<file path="config.mk">
export PLATFORM = sky130hd
export DESIGN_NAME = interrupt_timer_io_interface_core_flat
export DESIGN_NICKNAME = d
export VERILOG_FILES = /design/src/design/itio_pkg.sv /design/src/design/itio_if.sv /design/src/design/itio_exec.sv /design/src/design/interrupt_timer_io_interface_core.sv /design/src/flat_wrapper.sv
export SDC_FILE = /design/constraint.sdc
export NUM_CORES = 1
export LEC_CHECK = 0
export BUFFER_PORTS_ARGS = -buffer_cell sky130_fd_sc_hd__buf_4
export CORE_MARGIN = 2
export CORE_UTILIZATION = 45
export DETAILED_ROUTE_END_ITERATION = 16
export PLACE_DENSITY = 0.65
export SLEW_MARGIN = 20
export SYNTH_ARGS = -nofsm -noshare
export SYNTH_HDL_FRONTEND = slang
export SYNTH_SLANG_ARGS = --single-unit
</file>
<file path="constraint.sdc">
create_clock -name clk_i -period 2.49 [get_ports clk_i]
set_input_delay 0.249 -clock clk_i [delete_from_list [all_inputs] [get_ports clk_i]]
set_output_delay 0.249 -clock clk_i [all_outputs]
set_load 0.05 [all_outputs]
</file>
<file path="src/design/itio_pkg.sv">
// Shared constants, codes and item types for the interrupt/timer/I/O interface.
package itio_pkg;

  localparam int unsigned TIMER_BITS  = 14;
  localparam int unsigned ENABLE_BITS = 15;
  localparam int unsigned PIN_BITS    = 16;

  typedef enum logic [1:0] {
    OP_WRITE = 2'd0,
    OP_READ  = 2'd1,
    OP_LINES = 2'd2,
    OP_TICK  = 2'd3
  } op_e;

  // serial bit numbers
  localparam logic [4:0] BIT_MODE     = 5'd0;
  localparam logic [4:0] BIT_PEND_CLR = 5'd3;
  localparam logic [4:0] BIT_LAST_LOW = 5'd14;
  localparam logic [4:0] BIT_EN_HIGH  = 5'd15;

  // read byte numbers
  localparam logic [1:0] BYTE_LOW  = 2'd0;
  localparam logic [1:0] BYTE_HIGH = 2'd1;
  localparam logic [1:0] BYTE_PINS = 2'd2;
  localparam logic [1:0] BYTE_NONE = 2'd3;

  typedef struct packed {
    op_e        mode;
    logic [4:0] bit_index;
    logic       bit_value;
    logic [1:0] byte_index;
    logic [7:0] key_row;
    logic       alpha_key;
    logic [1:0] int_levels;
  } in_item_t;

  typedef struct packed {
    logic [7:0]          read_data;
    logic                irq;
    logic [PIN_BITS-1:0] pin_outputs;
    logic                in_timer_mode;
  } out_item_t;

endpackage

</file>
<file path="src/design/itio_if.sv">
// Valid/ready channel interfaces for input items and result items.
interface itio_in_if;
  logic       valid;
  logic       ready;
  logic [1:0] mode;
  logic [4:0] bit_index;
  logic       bit_value;
  logic [1:0] byte_index;
  logic [7:0] key_row;
  logic       alpha_key;
  logic [1:0] int_levels;

  modport source (output valid, mode, bit_index, bit_value, byte_index, key_row, alpha_key,
                  int_levels, input ready);
  modport sink (input valid, mode, bit_index, bit_value, byte_index, key_row, alpha_key,
                int_levels, output ready);
endinterface

interface itio_out_if;
  logic        valid;
  logic        ready;
  logic [7:0]  read_data;
  logic        irq;
  logic [15:0] pin_outputs;
  logic        in_timer_mode;

  modport source (output valid, read_data, irq, pin_outputs, in_timer_mode, input ready);
  modport sink (input valid, read_data, irq, pin_outputs, in_timer_mode, output ready);
endinterface

</file>
<file path="src/design/itio_exec.sv">
// Interface state registers and the single-pass update for one item.
module itio_exec (
  input  logic                clk_i,
  input  logic                rst_ni,
  input  logic                fire_i,
  input  itio_pkg::in_item_t  item_i,
  output itio_pkg::out_item_t result_o
);
  import itio_pkg::*;

  logic                   mode_q, mode_d;
  logic [ENABLE_BITS-1:0] enable_q, enable_d;
  logic [1:0]             ext_q, ext_d;
  logic                   pending_q, pending_d;
  logic [TIMER_BITS-1:0]  interval_q, interval_d;
  logic                   changed_q, changed_d;
  logic [TIMER_BITS-1:0]  loaded_q, loaded_d;
  logic [TIMER_BITS-1:0]  down_q, down_d;
  logic [TIMER_BITS-1:0]  latched_q, latched_d;
  logic [PIN_BITS-1:0]    pin_q, pin_d;
  logic                   irq_q, irq_d;

  logic                   reload;
  logic                   leave;
  logic                   irq_eval;
  logic [4:0]             bit_off;
  logic [TIMER_BITS-1:0]  dec;
  logic [15:0]            lat_w;
  logic [ENABLE_BITS-1:0] active;
  logic [7:0]             data;
  logic                   alpha;

  assign lat_w = 16'(latched_q);
  assign alpha = pin_q[5];
  assign bit_off = item_i.bit_index - 5'd1;
  assign dec = down_q - TIMER_BITS'(1);

  always_comb begin
    mode_d     = mode_q;
    enable_d   = enable_q;
    ext_d      = ext_q;
    pending_d  = pending_q;
    interval_d = interval_q;
    changed_d  = changed_q;
    loaded_d   = loaded_q;
    down_d     = down_q;
    latched_d  = latched_q;
    pin_d      = pin_q;
    reload     = 1'b0;
    leave      = 1'b0;
    irq_eval   = 1'b0;
    data       = '0;

    unique case (item_i.mode)
      OP_WRITE: begin
        if (item_i.bit_index == BIT_MODE) begin
          if (mode_q != item_i.bit_value) begin
            mode_d = item_i.bit_value;
            if (item_i.bit_value) begin
              latched_d = (loaded_q != '0) ? down_q : '0;
              changed_d = 1'b0;
            end else if (changed_q) begin
              reload = 1'b1;
            end
          end
        end else if (item_i.bit_index <= BIT_LAST_LOW) begin
          if (mode_q) begin
            for (int k = 0; k < TIMER_BITS; k++) begin
              if (bit_off[3:0] == 4'(k)) interval_d[k] = item_i.bit_value;
            end
            changed_d = 1'b1;
          end else begin
            enable_d[bit_off[3:0]] = item_i.bit_value;
            if (item_i.bit_index == BIT_PEND_CLR) pending_d = 1'b0;
            irq_eval = 1'b1;
          end
        end else if (item_i.bit_index == BIT_EN_HIGH) begin
          if (!mode_q) begin
            enable_d[ENABLE_BITS-1] = item_i.bit_value;
            irq_eval = 1'b1;
          end
        end else begin
          leave = 1'b1;
          pin_d[item_i.bit_index[3:0]] = item_i.bit_value;
        end
      end
      OP_READ: begin
        unique case (item_i.byte_index)
          BYTE_LOW: begin
            if (mode_q) begin
              data = {lat_w[6:0], 1'b1};
            end else begin
              data = {item_i.key_row[4:0], !ext_q[1], !ext_q[0], 1'b0};
              if (!alpha && item_i.alpha_key) data[3] = 1'b0;
            end
          end
          BYTE_HIGH: begin
            if (mode_q) data = {!irq_q, lat_w[13:7]};
            else        data = {5'b0, item_i.key_row[7:5]};
          end
          BYTE_PINS: begin
            leave = 1'b1;
            data  = {2'b0, !alpha, pin_q[4:2], 2'b0};
          end
          BYTE_NONE: begin
            leave = 1'b1;
          end
          default: ;
        endcase
      end
      OP_LINES: begin
        ext_d    = item_i.int_levels;
        irq_eval = 1'b1;
      end
      OP_TICK: begin
        if (loaded_q != '0) begin
          if (dec == '0) begin
            down_d    = loaded_q;
            pending_d = 1'b1;
            irq_eval  = 1'b1;
          end else begin
            down_d = dec;
          end
        end
      end
      default: ;
    endcase

    if (leave && mode_q) begin
      mode_d = 1'b0;
      if (changed_q) reload = 1'b1;
    end
    if (reload) begin
      loaded_d = interval_d;
      down_d   = interval_d;
    end

    // line 3 follows the timer flag only while an interval is programmed
    active    = '0;
    active[1:0] = ext_d;
    active[2] = (interval_d != '0) && pending_d;
    irq_d     = irq_eval ? |(active & enable_d) : irq_q;
  end

  always_ff @(posedge clk_i or negedge rst_ni) begin
    if (!rst_ni) begin
      mode_q     <= 1'b0;
      enable_q   <= '0;
      ext_q      <= '0;
      pending_q  <= 1'b0;
      interval_q <= '0;
      changed_q  <= 1'b0;
      loaded_q   <= '0;
      down_q     <= '0;
      latched_q  <= '0;
      pin_q      <= '0;
      irq_q      <= 1'b0;
    end else if (fire_i) begin
      mode_q     <= mode_d;
      enable_q   <= enable_d;
      ext_q      <= ext_d;
      pending_q  <= pending_d;
      interval_q <= interval_d;
      changed_q  <= changed_d;
      loaded_q   <= loaded_d;
      down_q     <= down_d;
      latched_q  <= latched_d;
      pin_q      <= pin_d;
      irq_q      <= irq_d;
    end
  end

  assign result_o.read_data     = data;
  assign result_o.irq           = irq_d;
  assign result_o.pin_outputs   = pin_d;
  assign result_o.in_timer_mode = mode_d;

endmodule

</file>
<file path="src/design/interrupt_timer_io_interface_core.sv">
// Top level: input register, single-pass update and result register.
// One item is taken per clock cycle with no bubbles while the output is not stalled: an
// accepted beat lands in the input register, is applied to the interface state
// when it advances, and its result is registered in the output register. The input
// side keeps accepting while the output register holds a result that is not yet
// taken, as long as the input register is empty; a stalled output backs up
// through the input register one beat deep.
module interrupt_timer_io_interface_core (
  input logic clk_i,
  input logic rst_ni,
  itio_in_if.sink    in_i,
  itio_out_if.source out_o
);
  import itio_pkg::*;

  logic      in_valid_q;
  in_item_t  in_item_q;
  logic      out_valid_q;
  out_item_t out_item_q;
  out_item_t result;
  logic      advance;
  logic      in_fire;

  assign advance  = in_valid_q && (!out_valid_q || out_o.ready);
  assign in_i.ready = !in_valid_q || advance;
  assign in_fire  = in_i.valid && in_i.ready;

  always_ff @(posedge clk_i or negedge rst_ni) begin
    if (!rst_ni) begin
      in_valid_q  <= 1'b0;
      out_valid_q <= 1'b0;
    end else begin
      if (in_fire)      in_valid_q <= 1'b1;
      else if (advance) in_valid_q <= 1'b0;
      if (advance)          out_valid_q <= 1'b1;
      else if (out_o.ready) out_valid_q <= 1'b0;
    end
  end

  always_ff @(posedge clk_i) begin
    if (in_fire) begin
      in_item_q.mode       <= op_e'(in_i.mode);
      in_item_q.bit_index  <= in_i.bit_index;
      in_item_q.bit_value  <= in_i.bit_value;
      in_item_q.byte_index <= in_i.byte_index;
      in_item_q.key_row    <= in_i.key_row;
      in_item_q.alpha_key  <= in_i.alpha_key;
      in_item_q.int_levels <= in_i.int_levels;
    end
    if (advance) out_item_q <= result;
  end

  itio_exec u_exec (
    .clk_i    (clk_i),
    .rst_ni   (rst_ni),
    .fire_i   (advance),
    .item_i   (in_item_q),
    .result_o (result)
  );

  assign out_o.valid         = out_valid_q;
  assign out_o.read_data     = out_item_q.read_data;
  assign out_o.irq           = out_item_q.irq;
  assign out_o.pin_outputs   = out_item_q.pin_outputs;
  assign out_o.in_timer_mode = out_item_q.in_timer_mode;

endmodule

</file>
<file path="src/flat_wrapper.sv">
// flat-port wrapper written by rule: the top's interface ports become plain ports
module interrupt_timer_io_interface_core_flat import itio_pkg::*;
  (clk_i, rst_ni, in_i_valid, in_i_mode, in_i_bit_index, in_i_bit_value, in_i_byte_index, in_i_key_row, in_i_alpha_key, in_i_int_levels, in_i_ready, out_o_valid, out_o_read_data, out_o_irq, out_o_pin_outputs, out_o_in_timer_mode, out_o_ready);
  itio_in_if in_i_i ();
  itio_out_if out_o_i ();
  input logic clk_i;
  input logic rst_ni;
  input wire logic [$bits(in_i_i.valid)-1:0] in_i_valid;
  input wire logic [$bits(in_i_i.mode)-1:0] in_i_mode;
  input wire logic [$bits(in_i_i.bit_index)-1:0] in_i_bit_index;
  input wire logic [$bits(in_i_i.bit_value)-1:0] in_i_bit_value;
  input wire logic [$bits(in_i_i.byte_index)-1:0] in_i_byte_index;
  input wire logic [$bits(in_i_i.key_row)-1:0] in_i_key_row;
  input wire logic [$bits(in_i_i.alpha_key)-1:0] in_i_alpha_key;
  input wire logic [$bits(in_i_i.int_levels)-1:0] in_i_int_levels;
  output wire logic [$bits(in_i_i.ready)-1:0] in_i_ready;
  output wire logic [$bits(out_o_i.valid)-1:0] out_o_valid;
  output wire logic [$bits(out_o_i.read_data)-1:0] out_o_read_data;
  output wire logic [$bits(out_o_i.irq)-1:0] out_o_irq;
  output wire logic [$bits(out_o_i.pin_outputs)-1:0] out_o_pin_outputs;
  output wire logic [$bits(out_o_i.in_timer_mode)-1:0] out_o_in_timer_mode;
  input wire logic [$bits(out_o_i.ready)-1:0] out_o_ready;
  assign in_i_i.valid = in_i_valid;
  assign in_i_i.mode = in_i_mode;
  assign in_i_i.bit_index = in_i_bit_index;
  assign in_i_i.bit_value = in_i_bit_value;
  assign in_i_i.byte_index = in_i_byte_index;
  assign in_i_i.key_row = in_i_key_row;
  assign in_i_i.alpha_key = in_i_alpha_key;
  assign in_i_i.int_levels = in_i_int_levels;
  assign in_i_ready = in_i_i.ready;
  assign out_o_valid = out_o_i.valid;
  assign out_o_read_data = out_o_i.read_data;
  assign out_o_irq = out_o_i.irq;
  assign out_o_pin_outputs = out_o_i.pin_outputs;
  assign out_o_in_timer_mode = out_o_i.in_timer_mode;
  assign out_o_i.ready = out_o_ready;
  interrupt_timer_io_interface_core u_core (.clk_i(clk_i), .rst_ni(rst_ni), .in_i(in_i_i), .out_o(out_o_i));
endmodule
</file>
== After elaboration in Yosys (flattened, before gate mapping) ==
Cells that the tools add are included.
Word-level totals
  output and inout port bits: 28
  bits in writable memories: 0
  ROM bits: 0
  flip-flop bits (word level): 142
  memories: 0
  latch bits: 0
Operators by class
  reductions and logical operators: 34
  equal/unequal tests: 24
  $add $sub $neg: 2
  mux-type cells: 85
  order comparisons: 5
  divide/modulo/power cells: 0
  bitwise operators: 1
  shift-type cells: 0
  multipliers: 0
Operators with widths (count)
  two-way mux 14 bit: 10
  two-way mux 16 bit: 4
  two-way mux 1 bit: 57
  two-way mux 15 bit: 3
  nonzero test 14 bit: 2
  == test 4 bit, second input constant: 6
  case mux 8 bit (3 select lines): 1
  bitwise mux 16 bit: 1
  == test 4 x 3 -> 1 bit, second input constant: 4
  two-way mux 8 bit: 2
  bitwise AND 3 x 15 -> 15 bit: 1
  bitwise mux 15 bit: 1
  OR reduction 15 bit: 1
  logical NOT 14 bit: 1
  subtractor 14 x 1 -> 14 bit, second input constant: 1
  nonzero test 2 bit: 6
  < comparator 4 x 5 -> 1 bit, second input constant: 2
  demux 1 bit (select 4 bit): 2
  == test 2 bit, second input constant: 4
  == test 4 x 2 -> 1 bit, second input constant: 2
  >= comparator 4 x 1 -> 1 bit, second input constant: 2
  logical AND 1 bit: 7
  logical NOT 1 bit: 6
  AND reduction 6 bit: 1
  19 further kinds: 24

== Depth between registers and ports, before layout ==
  depth after elaboration: 13
  mapped depth: 11
  depth with buffers taken out: 9

== Cells and area by module ==
Synthesis repeated with hierarchy kept, for this count alone.
Second synthesis, totals
  cell total of the unflattened synthesis: 587
  area total of the unflattened synthesis: 6447.4 µm²
Modules (own cells, without submodules)
  itio_exec: area each 4932.2 µm², cells an instance 532, times used 1, seq. area each 2026.9 µm²
  interrupt_timer_io_interface_core: area each 1515.2 µm², cells an instance 55, times used 1, seq. area each 1461.4 µm²

== Least setup slack after synthesis ==
Ideal clock, no wire load.
  path type: reg-to-reg
  start point: register u_core.u_exec.down_q[0]
  end point: register u_core.out_item_q (netlist bit u_core.out_o.irq), data pin
  library setup time: 0.266 ns
  required time: 2.224 ns
  path slack: -0.078 ns
  arrival: 2.301 ns
  buffers on the path: 1
  cell stages (with the launch flop): 11
  path through: dfrtp_1 -> inv_1 -> ha_1 -> o21bai_1 -> a311oi_1 -> a21oi_1 -> or3_4 -> buf_6 -> o31ai_2 -> and2_1 -> a31oi_1
RTL lines
  start, declared: RTL line itio_exec.sv:18  | logic [TIMER_BITS-1:0] down_q, down_d;
  start signal, assigned: RTL line itio_exec.sv:166  | down_q <= down_d;
  end signal, assigned: RTL line interrupt_timer_io_interface_core.sv:50  | if (advance) out_item_q <= result;
  end, declared: RTL line interrupt_timer_io_interface_core.sv:19  | out_item_t out_item_q;

==> metrics.txt <==
status=complete, but fails checks; violated checks=negative setup slack; flops & latches, synth=130; Area contributors post-synth=dfrtp_1, edfxtp_1, nand2_1; unrepaired setup endpoints after global routing=yes; number of nets in the synthesized netlist=673; PwrDens=696 nW/µm²; number of hold violations in the final report=0; maximum frequency from static timing analysis=390 MHz; critical path capture point type=flop; maximum number of pins on one net before global-route repair=49; DR WL/cell=18.0 µm; total routed wirelength=17800 µm; TritonCTS clock tree=built; Max Cap Violations=0; post-synthesis instance area=6600 µm²; Post-synth EDFFs=47; cell with the most instances after synthesis=nand2_1; top-area cell type share of the netlist area=0.315; post-layout min period=2.57 ns; largest fanout on the critical path=2; proportion of power drawn by flip-flops and latches=0.417; Clk network pwr share=0.404; worst path required time=2.64 ns; later-pin clock latency in the skew report=0.42 ns; number of clock buffers inserted by TritonCTS=17; core outline area=14400 µm²; total vias in the final route=5528; classification of the worst setup path=flop to flop; Clock H-tree levels=4; post-CTS clock slew at the launch and capture registers of the worst setup and hold paths=0.06 ns; initial antenna violation count=0; Worst IR Drop VDD=0.495 mV; number of DRC violations after detailed routing=0; diode insertion count for antenna repair=0; boundary pin count=53; final weighted congestion of routability-driven global placement=0.882; static leakage=3.91 nW; vertical die dimension=125 µm; final worst setup slack=-0.0774 ns; DRC marker count from the first detailed-route iteration=446; Post-synth ARST share=0.638; library cell used as clock root buffer=clkbuf_16; total routing usage reported by global routing=0.228; cells after synthesis=642; filler cell count in the final layout=1183; number of different library cells in the post-synthesis netlist=78; Horiz. Die Dim=125 µm; library cell with the largest summed area after synthesis=dfrtp_1; Die ar.=15700 µm²; largest buffer count on any clock path=2; register area=3490 µm²; multi-input logic area=3060 µm²; first-pass iteration count of the detailed router=5; proportion of synthesized chip area in sequential cells=0.529; Post-layout nets=824; Syn-to-layout area delta=33.3%; starting density of the core=0.458; cell with the biggest individual delay on the critical path=or4bb_4; end-of-flow core utilization=0.610; global-route wire length before repair=28100 µm; Mapped Avg Cell Area=10.3 µm²; Avg Vias per Cell=5.58; switching power of the nets=1.73 mW; remaining global-route overflow=0; Worst Setup Start Kind=flop; switching part of the total power=0.282; share of layout cells above drive strength 1=0.298; main flop type after synthesis=dfrtp_1; Layout Skew=0.0104 ns; total number of placement rows=44; final standard cell area without fillers=8800 µm²; critical path cell sequence=or4bb_4 -> nor2_4 -> mux2i_2 -> o2111ai_1 -> or4b_4 -> o221ai_4 -> a31oi_1; slew margin rel.=0.659; port buffer count=52; transition time of the tightest slew-check pin=0.511 ns; worst hold slack=0.00859 ns; max incr delay on CP=0.58 ns; final setup vio count=3; class of the worst hold path=primary input to flop; Final Cycle Share=1.03; proportion of power drawn by combinational gates=0.179; CTS sink count=130; fin. max-slew vios=0; Detail Route Antenna Nets=0; Post-Place Cell Area=7690 µm²; Arrival @ worst endpoint=2.72 ns; Post-synth top cells=nand2_1, dfrtp_1, o21ai_0; Internal Power=4.39 mW; Synth warnings=0; sum of negative setup slack=-0.128 ns; number of global-route vias before repair=5337; sum of net half-perimeters after detailed placement=12500 µm
[placed cells by master, fill, tap and decap left out, drive strengths merged, types with 11 or more instances in the layout]
cell type / instances
a21oi: 26
a22o: 15
buf: 153
clkbuf: 23
dfrtp: 83
dlygate4sd3: 18
edfxtp: 47
inv: 11
mux2i: 28
nand2: 109
nand2b: 15
nor2: 54
nor3: 15
o21ai: 59
o31ai: 14
[through the flow]
stage          power [mW]  setup slack (ns)  std cells
2_1_floorplan        3.23           0.00971        642
3_3_place_gp         3.59            -0.161        923
3_5_place_dp         3.62            -0.205        923
4_1_cts              6.12            -0.113        976
5_1_grt              6.35            -0.170        990
6_report             6.12           -0.0774        990
[area by class of cell]
type                    instances  area share
flip-flops and latches        130       0.397
multi-input cells             461       0.348
repair buffers                171       0.157
clock buffers                  23      0.0543
well taps                     184      0.0262
clock inverters                 9      0.0121
inverters                      12     0.00512
[worst max-delay path: cells and delay by family (launching register included)]
| kind | cells | cell delay (ns) |
|---|---|---|
| compound gates | 3 | 0.44 |
| flops | 1 | 0.39 |
| mux | 1 | 0.23 |
| simple gates | 3 | 1.22 |
[state kept, by name (all words and copies together), names as in the netlist, 2 cells and up]
register / flops
u_core.in_item_q: 21
u_core.u_exec.enable_q: 3
u_core.out_o.read_data: 8
u_core.u_exec.pin_q: 16
u_core.u_exec.loaded_q: 14
u_core.u_exec.latched_q: 14
u_core.u_exec.ext_q: 2
u_core.u_exec.interval_q: 14
u_core.out_o.pin_outputs: 16
u_core.u_exec.down_q: 14
[power by group through the flow]
stage | registers [mW] | clock network [mW] | logic (mW)
4_1_cts | 2.55 | 2.50 | 1.07
2_1_floorplan | 2.75 | 0 | 0.482
3_5_place_dp | 2.59 | 0 | 1.03
3_3_place_gp | 2.58 | 0 | 1.01
5_1_grt | 2.57 | 2.60 | 1.18
6_report | 2.55 | 2.47 | 1.09
[kinds of logic (layout without fill, tap and decap cells)]
family,Yosys count,in the layout,share of synthesized area
adder cells (fa/ha/maj),6,6,0.0114
buffers and inverters,51,215,0.0381
flip-flops,130,130,0.529
AND/OR/NAND/NOR,250,250,0.192
multiplexers,35,35,0.0550
XOR/XNOR,7,7,0.00929
AO/OA/AOI/OAI,163,163,0.166
[per-layer routing]
metal,vias to the layer above,wire (µm),GRT usage
met5,-,0,0
met4,0,375,0.0843
met3,29,736,0.0436
met2,139,8510,0.354
met1,2727,8190,0.321
li1,2633,-,-
[final timing paths]
kind,start,endpoint,slack (ns),depth (start not counted)
setup / recovery,u_core.in_item_q[16],u_core.out_o.irq,-0.08,7
hold / removal,in_i_key_row[4],u_core.in_item_q[7],0.009,1
setup reg to reg,u_core.in_item_q[16],u_core.out_o.irq,-0.08,7
hold reg to reg,u_core.u_exec.pin_q[15],u_core.u_exec.pin_q[15],0.47,2
max in group asynchronous,rst_ni,u_core.in_valid_q,1.49,3
min in group asynchronous,rst_ni,u_core.u_exec.latched_q[2],0.34,2
[what timing repair did]
action	in CTS	in global routing
hold buffers	14	4
hold endpoints to repair	47	4
setup buffers	7	11
pin swaps	7	21
setup endpoints to repair	16	17
gates resized for setup	13	40
Power figures use the tool's default switching activity.
